<file path="config.mk">
export PLATFORM = sky130hd
export DESIGN_NAME = grp_ctrl
export DESIGN_NICKNAME = d
export VERILOG_FILES = /design/src/design/grp_pkg.sv /design/src/design/grp_ctrl.sv
export SDC_FILE = /design/constraint.sdc
export NUM_CORES = 1
export LEC_CHECK = 0
export BUFFER_PORTS_ARGS = -buffer_cell sky130_fd_sc_hd__buf_4
export CAP_MARGIN = 20
export CORE_MARGIN = 2
export CORE_UTILIZATION = 30
export DETAILED_ROUTE_END_ITERATION = 12
export SLEW_MARGIN = 10
export SYNTH_ARGS = -nofsm -noshare
export SYNTH_HDL_FRONTEND = slang
export SYNTH_SLANG_ARGS = --single-unit
</file>
<file path="constraint.sdc">
create_clock -name clk -period 3.52 [get_ports clk]
set_clock_uncertainty 0.05 [all_clocks]
set_input_delay 0.704 -clock clk [delete_from_list [all_inputs] [get_ports clk]]
set_output_delay 0.704 -clock clk [all_outputs]
set_load 0.005 [all_outputs]
</file>
<file path="src/design/grp_pkg.sv">
// grp_pkg: types, constants and helpers shared by the grid rectangle packer
// no dependencies
`default_nettype none

package grp_pkg;

  localparam int GRID_COLS = 64;
  localparam int GRID_ROWS = 64;
  localparam int MAX_RECTS = 256;

  localparam int COL_W    = $clog2(GRID_COLS);
  localparam int ROW_W    = $clog2(GRID_ROWS);
  localparam int CELL_AW  = ROW_W + COL_W;
  localparam int CELLS    = GRID_COLS * GRID_ROWS;
  localparam int OWNER_AW = $clog2(MAX_RECTS);
  localparam int OWNER_W  = OWNER_AW + 1;
  localparam int OWNX_W   = 6;
  localparam int OWNW_W   = 7;
  localparam int OWN_DW   = OWNX_W + OWNW_W;

  localparam int CFG_W  = 13;
  localparam int CFG_AW = 3;

  localparam logic [CFG_AW-1:0] REG_ATLAS_WIDTH  = 3'd0;
  localparam logic [CFG_AW-1:0] REG_ATLAS_HEIGHT = 3'd1;
  localparam logic [CFG_AW-1:0] REG_CELL_SHIFT   = 3'd2;
  localparam logic [CFG_AW-1:0] REG_BORDER       = 3'd3;
  localparam logic [CFG_AW-1:0] REG_ROW_STEP     = 3'd4;

  localparam logic CMD_PLACE = 1'b0;
  localparam logic CMD_CLEAR = 1'b1;

  typedef struct packed {
    logic        command;
    logic [11:0] rect_width;
    logic [11:0] rect_height;
  } req_t;

  typedef struct packed {
    logic        placed;
    logic [12:0] pos_x;
    logic [12:0] pos_y;
  } rsp_t;

  typedef enum logic [1:0] {
    SEL_CLR,
    SEL_YX,
    SEL_LOW,
    SEL_RC
  } cell_sel_t;

  typedef struct packed {
    logic      start;
    logic      clr_step;
    logic      clr_owners;
    logic      set_failed;
    logic      y_init;
    logic      row_init;
    logic      x_edge;
    logic      run_init;
    logic      run_inc;
    logic      skip_clr;
    logic      hit_init;
    logic      hit_next;
    logic      y_adv;
    cell_sel_t cell_sel;
    logic      own_wr;
    logic      fill_wr;
    logic      owner_inc;
    logic      out_load;
    logic      out_ok;
  } ctl_t;

  typedef struct packed {
    logic clr_last;
    logic is_clear;
    logic failed;
    logic full;
    logic y_ok;
    logic x_ok;
    logic cell_nz;
    logic skip;
    logic run_more;
    logic run_full;
    logic hit_empty;
    logic hit_last;
  } sts_t;

  // pad by twice the border and round up to whole cells
  function automatic logic [12:0] cells_of(input logic [11:0] pix, input logic [7:0] border,
                                           input logic [2:0] cs);
    logic [13:0] p;
    logic [13:0] s;
    p = {2'b0, pix} + {5'b0, border, 1'b0};
    s = p + ((14'd1 << cs) - 14'd1);
    return 13'(s >> cs);
  endfunction

endpackage

`default_nettype wire

</file>
<file path="src/design/grp_ctrl.sv">
// grp_ctrl: sequencer for clearing, first-fit search and fill
// depends on grp_pkg
`default_nettype none

module grp_ctrl (
  input  wire logic          clk,
  input  wire logic          rst,
  input  wire logic          req_valid,
  output logic               req_stall,
  output logic               rsp_valid,
  input  wire logic          rsp_stall,
  input  wire grp_pkg::sts_t sts,
  output grp_pkg::ctl_t      ctl
);
  import grp_pkg::*;

  typedef enum logic [3:0] {
    S_BOOT, S_IDLE, S_DECIDE, S_CLR, S_YCHK, S_XCHK, S_XEV, S_XEDGE,
    S_RCHK, S_REV, S_HRD, S_HEV, S_OWN, S_FILL, S_RESULT
  } state_t;

  state_t state, state_next;
  logic   ok, ok_next;
  logic   take;

  assign req_stall = (state != S_IDLE);
  assign take = !rsp_valid || !rsp_stall;

  always_comb begin
    ctl        = '0;
    ctl.cell_sel = SEL_CLR;
    ctl.out_ok = ok;
    state_next = state;
    ok_next    = ok;
    unique case (state) inside
      S_BOOT, S_CLR: begin
        ctl.clr_step = 1'b1;
        if (sts.clr_last) begin
          state_next = (state == S_BOOT) ? S_IDLE : S_RESULT;
        end
      end
      S_IDLE: begin
        if (req_valid) begin
          ctl.start  = 1'b1;
          ok_next    = 1'b0;
          state_next = S_DECIDE;
        end
      end
      S_DECIDE: begin
        if (sts.is_clear) begin
          ctl.clr_owners = 1'b1;
          state_next = S_CLR;
        end else if (sts.failed) begin
          state_next = S_RESULT;
        end else if (sts.full) begin
          ctl.set_failed = 1'b1;
          state_next = S_RESULT;
        end else begin
          ctl.y_init = 1'b1;
          state_next = S_YCHK;
        end
      end
      S_YCHK: begin
        if (sts.y_ok) begin
          ctl.row_init = 1'b1;
          state_next = S_XCHK;
        end else begin
          ctl.set_failed = 1'b1;
          state_next = S_RESULT;
        end
      end
      S_XCHK: begin
        ctl.cell_sel = SEL_YX;
        if (sts.x_ok) begin
          state_next = S_XEV;
        end else begin
          ctl.y_adv  = 1'b1;
          state_next = S_YCHK;
        end
      end
      S_XEV: begin
        if (sts.cell_nz) begin
          state_next = S_XEDGE;
        end else if (sts.skip) begin
          ctl.run_init = 1'b1;
          state_next = S_RCHK;
        end else begin
          ctl.hit_init = 1'b1;
          state_next = S_HRD;
        end
      end
      S_XEDGE: begin
        ctl.x_edge = 1'b1;
        state_next = S_XCHK;
      end
      S_RCHK: begin
        ctl.cell_sel = SEL_LOW;
        if (sts.run_more) begin
          state_next = S_REV;
        end else begin
          ctl.skip_clr = sts.run_full;
          ctl.hit_init = 1'b1;
          state_next = S_HRD;
        end
      end
      S_REV: begin
        if (sts.cell_nz) begin
          ctl.hit_init = 1'b1;
          state_next = S_HRD;
        end else begin
          ctl.run_inc = 1'b1;
          state_next = S_RCHK;
        end
      end
      S_HRD: begin
        ctl.cell_sel = SEL_RC;
        state_next = sts.hit_empty ? S_OWN : S_HEV;
      end
      S_HEV: begin
        if (sts.cell_nz) begin
          state_next = S_XEDGE;
        end else if (sts.hit_last) begin
          state_next = S_OWN;
        end else begin
          ctl.hit_next = 1'b1;
          state_next = S_HRD;
        end
      end
      S_OWN: begin
        ctl.own_wr   = 1'b1;
        ctl.hit_init = 1'b1;
        ok_next      = 1'b1;
        if (sts.hit_empty) begin
          ctl.owner_inc = 1'b1;
          state_next = S_RESULT;
        end else begin
          state_next = S_FILL;
        end
      end
      S_FILL: begin
        ctl.cell_sel = SEL_RC;
        ctl.fill_wr  = 1'b1;
        if (sts.hit_last) begin
          ctl.owner_inc = 1'b1;
          state_next = S_RESULT;
        end else begin
          ctl.hit_next = 1'b1;
        end
      end
      S_RESULT: begin
        if (take) begin
          ctl.out_load = 1'b1;
          state_next = S_IDLE;
        end
      end
      default: state_next = S_IDLE;
    endcase
  end

  always_ff @(posedge clk) begin
    if (rst) begin
      state     <= S_BOOT;
      ok        <= 1'b0;
      rsp_valid <= 1'b0;
    end else begin
      state <= state_next;
      ok    <= ok_next;
      if (ctl.out_load) begin
        rsp_valid <= 1'b1;
      end else if (!rsp_stall) begin
        rsp_valid <= 1'b0;
      end
    end
  end

endmodule

`default_nettype wire

</file>
==> results.md, run 1 <==
* Power per standard cell area at approximately 590 nW/um^2
* Setup repair after global routing missed its margin: false
* Clock root buffer: sky130_fd_sc_hd__clkbuf_4
* Final core occ at 40.04%
* Number of buffers on the longest clock path at 2
* Final routed wire length divided by cell count at 13.12 microns
* Register-to-register setup slack at 1300 ps
* Seq cells post-synth at 6
* Total negative slack for setup checks at 0 ps
* Port-buffer cells at 37
* Number of buffers added for setup after CTS at 0
* Count of final max-slew check failures at 0
* Post-Syn Area at 943.4 sq um
* Number of max-capacitance violations reported at 0
* Area of all sequential standard cells at ~120 sq um
* Per-cell via count in the routed design at around 5.3
* Comb power frac at 68.8%
* Worst IR Drop VDD at 0.1825 mV
* Met2 WL at 1.237 mm
* Number of instances in the synthesized netlist at roughly 130
* Startpoint kind of the worst setup timing path: register
* Initial antenna violation count at 0
* Vias in the first global route at about 840
* Net count after synthesis at around 150
* Count of endpoints failing hold in the final timing report at 0
* Worst reg2reg endpoint: state[1]$_SDFFE_PP0P_
* Number of warnings issued by yosys at 0
* CTS H-tree lvls at 1
* Detailed-routed wire length on met3 at 169 microns
* Vias post-DR at 1073
* Arrival time of data at the critical path endpoint at 1980 ps
* Fraction of final layout cells sized beyond drive strength 1 at about a third
* Data required time at the worst endpoint at 2770 ps
* Switching share of power at 48.65%
* Sequential element share of the synthesized area at 12.73%
* Number of buffers created by CTS at 3
* Power dissipated by switching net loads at ~0.00035 W
* First drt pass iteration count at 4
* Mean cell area of the mapped netlist at 7.202 sq um
* Area of the die at between 3000 and 4000 sq um
* Largest net degree at the start of global routing at 30
* Count of hold buffers inserted by post-cts repair at 0
* Number of placed I/O pins at 38
* Non-Filler Cell Area, Final at 1212 sq um
* Worst R2R Path Depth at 5
* Top layer used by detailed routing: met4
* Highest clock frequency the design can meet at about 370 MHz
* Standard cell with the maximum stage delay on the critical path: sky130_fd_sc_hd__dfxtp_1
* Global-route total usage across every layer at between 10% and 20%
* Die Y at 60.08 microns
* Endpoints failing setup at 0
* Post-CTS clock slew at the launch and capture registers of the worst setup and hold paths at 50 ps
* Core area at between 3000 and 4000 sq um
* Number of sinks on the clock net at 6
* Antenna diodes at 0
* Start of the worst register-to-register path: state[0]$_SDFFE_PP0P_
* Actual transition at the worst max-transition pin at 812.4 ps
* WHS Endpoint: ok$_SDFFE_PP0P_
* Run status: complete, no violations
* Area of placed instances at 1190 sq um
* Hold slack at 453.2 ps
* Post-cts sizing count at 0
* Source of the worst hold timing path: ok$_SDFFE_PP0P_
* Leakage component of the power at slightly below 0.5 nW
* Relative area change from synthesis to final layout at 28.51%
* Hpwl dp at roughly 1.9 mm
* Worst hold stages at 2
* Most frequent cells in the layout: sky130_fd_sc_hd__buf_4 (39), sky130_fd_sc_hd__nor2_1 (15), sky130_fd_sc_hd__nand2_1 (13)
* Number of DRC markers in iteration 0 at 58
* Final cycle utilization of the critical path at just under 80%
* CP cell instances: or2_4, or3_4, o32ai_1, buf_4
* Maximum single-stage delay on the critical path at 560 ps
* Die X at 60.08 microns
* First-pass GRT wire length at 3.905 mm
* Leading cell type in the layout, fill and taps excluded: sky130_fd_sc_hd__buf_4
* Global-route congestion overflow total at 0
* Main flop type after synthesis: sky130_fd_sc_hd__dfxtp_1
* TritonCTS clock tree: built
* Final weighted congestion in routability-driven placement at around 0.87
* Area of the multi-input gates at between 600 and 700 sq um
* Sequential Power Share at between 20 and 25%
* Net count reported at finish at 176
* Crit path kind: register to primary output
* Internal power at 0.0003678 W
* Num rows at 20
* Hold Path Class: register to register
* DRT met1 WL at 1.230 mm
* Antenna-violating nets left at 0
* Endpoint class of the critical path: primary output
* Insertion delay to the later sink of the worst-skew pair at 240 ps
* Relative contribution of the clock network to total power at under 10%
* Drt drc at 0
* Post-Route WL at 2.650 mm
* Effective utilization at floorplan at 31.16%
* EDFF count, synth at 0
* Number of fill cells in the layout at 305
* Async set-or-reset flop fraction in the synthesized netlist at 0%
* Relative slew slack at about 46%
* Netlist cell types at 53
* Shortest clock period the worst path allows after layout at around 2700 ps
* Highest net fanout along the worst path at 25
Yosys cell counts, types with 3 or more instances:
cell type | count | area [sq um]
sky130_fd_sc_hd__a21oi_1 | 7 | 35.03
sky130_fd_sc_hd__buf_2 | 6 | 30.03
sky130_fd_sc_hd__buf_4 | 4 | 30.03
sky130_fd_sc_hd__buf_6 | 3 | 33.78
sky130_fd_sc_hd__dfxtp_1 | 6 | 120.1
sky130_fd_sc_hd__inv_1 | 6 | 22.52
sky130_fd_sc_hd__nand2_1 | 13 | 48.80
sky130_fd_sc_hd__nand2b_1 | 5 | 31.28
sky130_fd_sc_hd__nor2_1 | 15 | 56.30
sky130_fd_sc_hd__nor2b_1 | 3 | 18.77
sky130_fd_sc_hd__nor3_1 | 6 | 30.03
sky130_fd_sc_hd__o21ai_0 | 7 | 35.03
sky130_fd_sc_hd__o21ai_1 | 3 | 15.01
per-layer routing:
layer / vias to the layer above / track usage (%)
met2: 48 / 20.81
met1: 487 / 20.91
li1: 536 / -
met4: 0 / 5.079
met5: - / 0
met3: 2 / 1.948
per-stage QoR:
| stage | power [W] | cells | setup slack, ps |
|---|---|---|---|
| detailed placement | 0.0006491 | 199 | 1069 |
| finish | 0.0007162 | 202 | 791.0 |
| global placement | 0.0006494 | 199 | 1100 |
| CTS | 0.0007193 | 202 | 789.1 |
| floorplan | 0.0005445 | 131 | 1356 |
| global route | 0.0007841 | 202 | 674.5 |
critical path: cells and delay by family (launching register included):
kind,cells,cell delay [ps]
buffers and inverters,1,160
flip-flops,1,560
AND/OR/NAND/NOR,2,770
AO/OA/AOI/OAI,1,250
cells by family (layout without fill, tap and decap cells):
kind of cell / after synthesis / after routing / share of synthesized area [%]
muxes: 1 / 1 / 1.061
and+or+nand+nor: 60 / 60 / 34.75
AOI/OAI and AO/OA: 42 / 42 / 37.40
xor gates and xnor gates: 1 / 1 / 0.9286
DFF: 6 / 6 / 12.73
buffers and inverters: 21 / 48 / 13.13
flip-flops by register name, summed over array words and instances (netlist names):
| name | count |
|---|---|
| state | 4 |
| ok | 1 |
| rsp_valid | 1 |
layout make-up:
| type | instances | area share, % |
|---|---|---|
| inverters | 6 | 1.858 |
| repair buffers | 39 | 24.15 |
| clock buffers | 3 | 1.858 |
| well taps | 44 | 4.541 |
| flip-flops and latches | 6 | 9.907 |
| multi-input cells | 104 | 57.69 |
power by group through the flow:
stage | Combinational (W) | Clock (W) | Sequential [W]
final | 0.000493 | 0.0000650 | 0.000159
after global routing | 0.000544 | 0.0000740 | 0.000166
after CTS | 0.000493 | 0.0000688 | 0.000157
after detailed placement | 0.000491 | 0 | 0.000158
after global placement | 0.000491 | 0 | 0.000158
after floorplan | 0.000449 | 0 | 0.0000952
worst max path at each step:
stage / slack (ps) / depth (start not counted) / to / from
5_1_grt: 670 / 4 / ctl[16] / state[0]$_SDFFE_PP0P_
4_1_cts: 790 / 4 / ctl[16] / state[0]$_SDFFE_PP0P_
6_report: 790 / 4 / ctl[16] / state[2]$_SDFFE_PP0P_
3_5_place_dp: 1070 / 4 / ctl[16] / state[0]$_SDFFE_PP0P_
3_3_place_gp: 1100 / 4 / ctl[16] / state[2]$_SDFFE_PP0P_
2_1_floorplan: 1360 / 4 / ctl[9] / sts[5]
Power figures use the tool's default switching activity.
==> run 2: changes to the inputs <==
Clock period 3.52 ns to 2.48 ns, I/O delays scaled along.
==> run 2 against run 1 <==
- worst hold slack worse by 58 ps
- clock power grew 54%
- first-iteration DRC count fell by 31%
- power rose by 47%
- sequential share of layout area down 0.18 points
- sequential cell count did not move
- die area did not move
- routed wire length rose by 5.3%
- core utilization increased by 0.74 points
- via count is 0.37% higher
- cell area is 1.9% higher
==> results.md, run 2 (synthesis results as in run 1) <==
* Run status: complete, no violations
* Antenna diodes at 0
* Hold slack at around 400 ps
* Leakage component of the power at 0.5108 nW
* Endpoints failing setup at 0
* Worst reg2reg endpoint: state[1]$_SDFFE_PP0P_
* Effective utilization at floorplan at 31.16%
* Hold Path Class: input pin to register
* Shortest clock period the worst path allows after layout at 2318 ps
* Total negative slack for setup checks at 0 ps
* Power per standard cell area at 851.7 nW/um^2
* Net count reported at finish at 179
* Sequential Power Share at ~16%
* Highest clock frequency the design can meet at about 430 MHz
* Start of the worst register-to-register path: state[1]$_SDFFE_PP0P_
* Worst R2R Path Depth at 5
* Number of buffers created by CTS at 3
* Area of the die at about 3600 sq um
* Post-cts sizing count at 0
* Final core occ at 40.79%
* Die Y at 60.08 microns
* Worst hold stages at 2
* Antenna-violating nets left at 0
* Global-route congestion overflow total at 0
* CTS H-tree lvls at 1
* Highest net fanout along the worst path at 10
* Final weighted congestion in routability-driven placement at 0.8163
* Die X at ~60 microns
* Initial antenna violation count at 0
* Count of endpoints failing hold in the final timing report at 0
* Hpwl dp at 2.157 mm
* Count of final max-slew check failures at 0
* Overall Power at 0.001052 W
* Relative area change from synthesis to final layout at 30.90%
* Post-CTS clock slew at the launch and capture registers of the worst setup and hold paths at ~50 ps
* Worst IR Drop VDD at 0.4857 mV
* Critical path destination: ctl[16]
* Count of hold buffers inserted by post-cts repair at 0
* Number of placed I/O pins at 38
* Number of sinks on the clock net at 6
* Clock root buffer: sky130_fd_sc_hd__clkbuf_4
* Startpoint kind of the worst setup timing path: register
* Insertion delay to the later sink of the worst-skew pair at 260 ps
* Drt drc at 0
* Final cycle utilization of the critical path at 93.49%
* Register bank with the most flops: state
* Setup repair after global routing missed its margin: false
* Number of buffers added for setup after CTS at 0
* Endpoint class of the critical path: primary output
* Vias in the first global route at 959
* Leading cell type in the layout, fill and taps excluded: sky130_fd_sc_hd__buf_4
* Number of DRC markers in iteration 0 at 40
* Post-Route WL at 2.791 mm
* TritonCTS clock tree: built
* Vias post-DR at 1077
* Top Registers: state (4), ok (1), rsp_valid (1)
* Largest net degree at the start of global routing at 25
* Final routed wire length divided by cell count at roughly 14 microns
* Most frequent cells in the layout: sky130_fd_sc_hd__buf_4 (42), sky130_fd_sc_hd__nor2_1 (15), sky130_fd_sc_hd__nand2_1 (13)
* Data required time at the worst endpoint at 1930 ps
* Number of flip-flops under the largest register name at 4
* Internal power at 0.0005404 W
* Power dissipated by switching net loads at slightly above 0.0005 W
* Fraction of final layout cells sized beyond drive strength 1 at 35.40%
* First-pass GRT wire length at 4.450 mm
* Global-route total usage across every layer at approximately 16%
* First drt pass iteration count at 4
* Relative contribution of the clock network to total power at 9.5%
* Comb power frac at between 70% and 80%
* Number of buffers on the longest clock path at 2
* Arrival time of data at the critical path endpoint at 1770 ps
* Non-Filler Cell Area, Final at 1235 sq um
* Per-cell via count in the routed design at 5.254
* Register-to-register setup slack at 490 ps
* Actual transition at the worst max-transition pin at 516.7 ps
* Area of placed instances at approximately 1200 sq um
* Switching share of power at 48.62%
* Number of max-capacitance violations reported at 0
* Core area at 3028 sq um
* Crit path kind: register to primary output
* Port-buffer cells at 37
* Critical Path Start: state[0]$_SDFFE_PP0P_
* Relative slew slack at approximately 65%
* Num rows at 20
-- run 2: changes by cell type in the layout (fill, tap and decap cells not counted) --
cell                    before  now
sky130_fd_sc_hd__buf_4      39   42
-- run 2: final cells by class --
type                       instances  area [sq um]
clock buffer                       3         22.52
sequential                         6         120.1
fill                             324          1793
timing repair buffer              42         315.3
multi-input combinational        104         699.4
inverter                           6         22.52
tap                               44         55.05
-- run 2: worst max-delay path: stages (launching register included) --
cell and delay (ps):
sky130_fd_sc_hd__dfxtp_1 380, sky130_fd_sc_hd__or2_4 280, sky130_fd_sc_hd__or3_4 380, sky130_fd_sc_hd__o32ai_1 290, sky130_fd_sc_hd__buf_4 170
-- run 2: metrics by stage --
stage	setup WS, ps	cells
CTS	183.1	205
global placement	552.2	202
global route	119.5	205
floorplan	651.8	131
finish	161.5	205
detailed placement	461.6	202
-- run 2: worst min-delay path by stage --
stage | to | from | slack, ps
finish | state[1]$_SDFFE_PP0P_ | rst | 400
global route | state[1]$_SDFFE_PP0P_ | rst | 400
CTS | state[1]$_SDFFE_PP0P_ | rst | 390
detailed placement | ok$_SDFFE_PP0P_ | ok$_SDFFE_PP0P_ | 440
global placement | ok$_SDFFE_PP0P_ | ok$_SDFFE_PP0P_ | 430
floorplan | ok$_SDFFE_PP0P_ | ok$_SDFFE_PP0P_ | 410
-- run 2: power by group through the flow --
| stage | Sequential [W] | Combinational [W] | Clock (W) |
|---|---|---|---|
| after floorplan | 0.000135 | 0.000638 | 0 |
| after global placement | 0.000166 | 0.000786 | 0 |
| after detailed placement | 0.000169 | 0.000783 | 0 |
| after CTS | 0.000167 | 0.000786 | 0.000102 |
| after global routing | 0.000173 | 0.000872 | 0.000107 |
| final | 0.000168 | 0.000784 | 0.000100 |
-- run 2: metal layers --
layer	GRT usage [%]	part of all wire (%)
met5	0	0
met4	8.889	2.3
met3	1.948	5.0
met2	24.69	46
met1	22.73	46
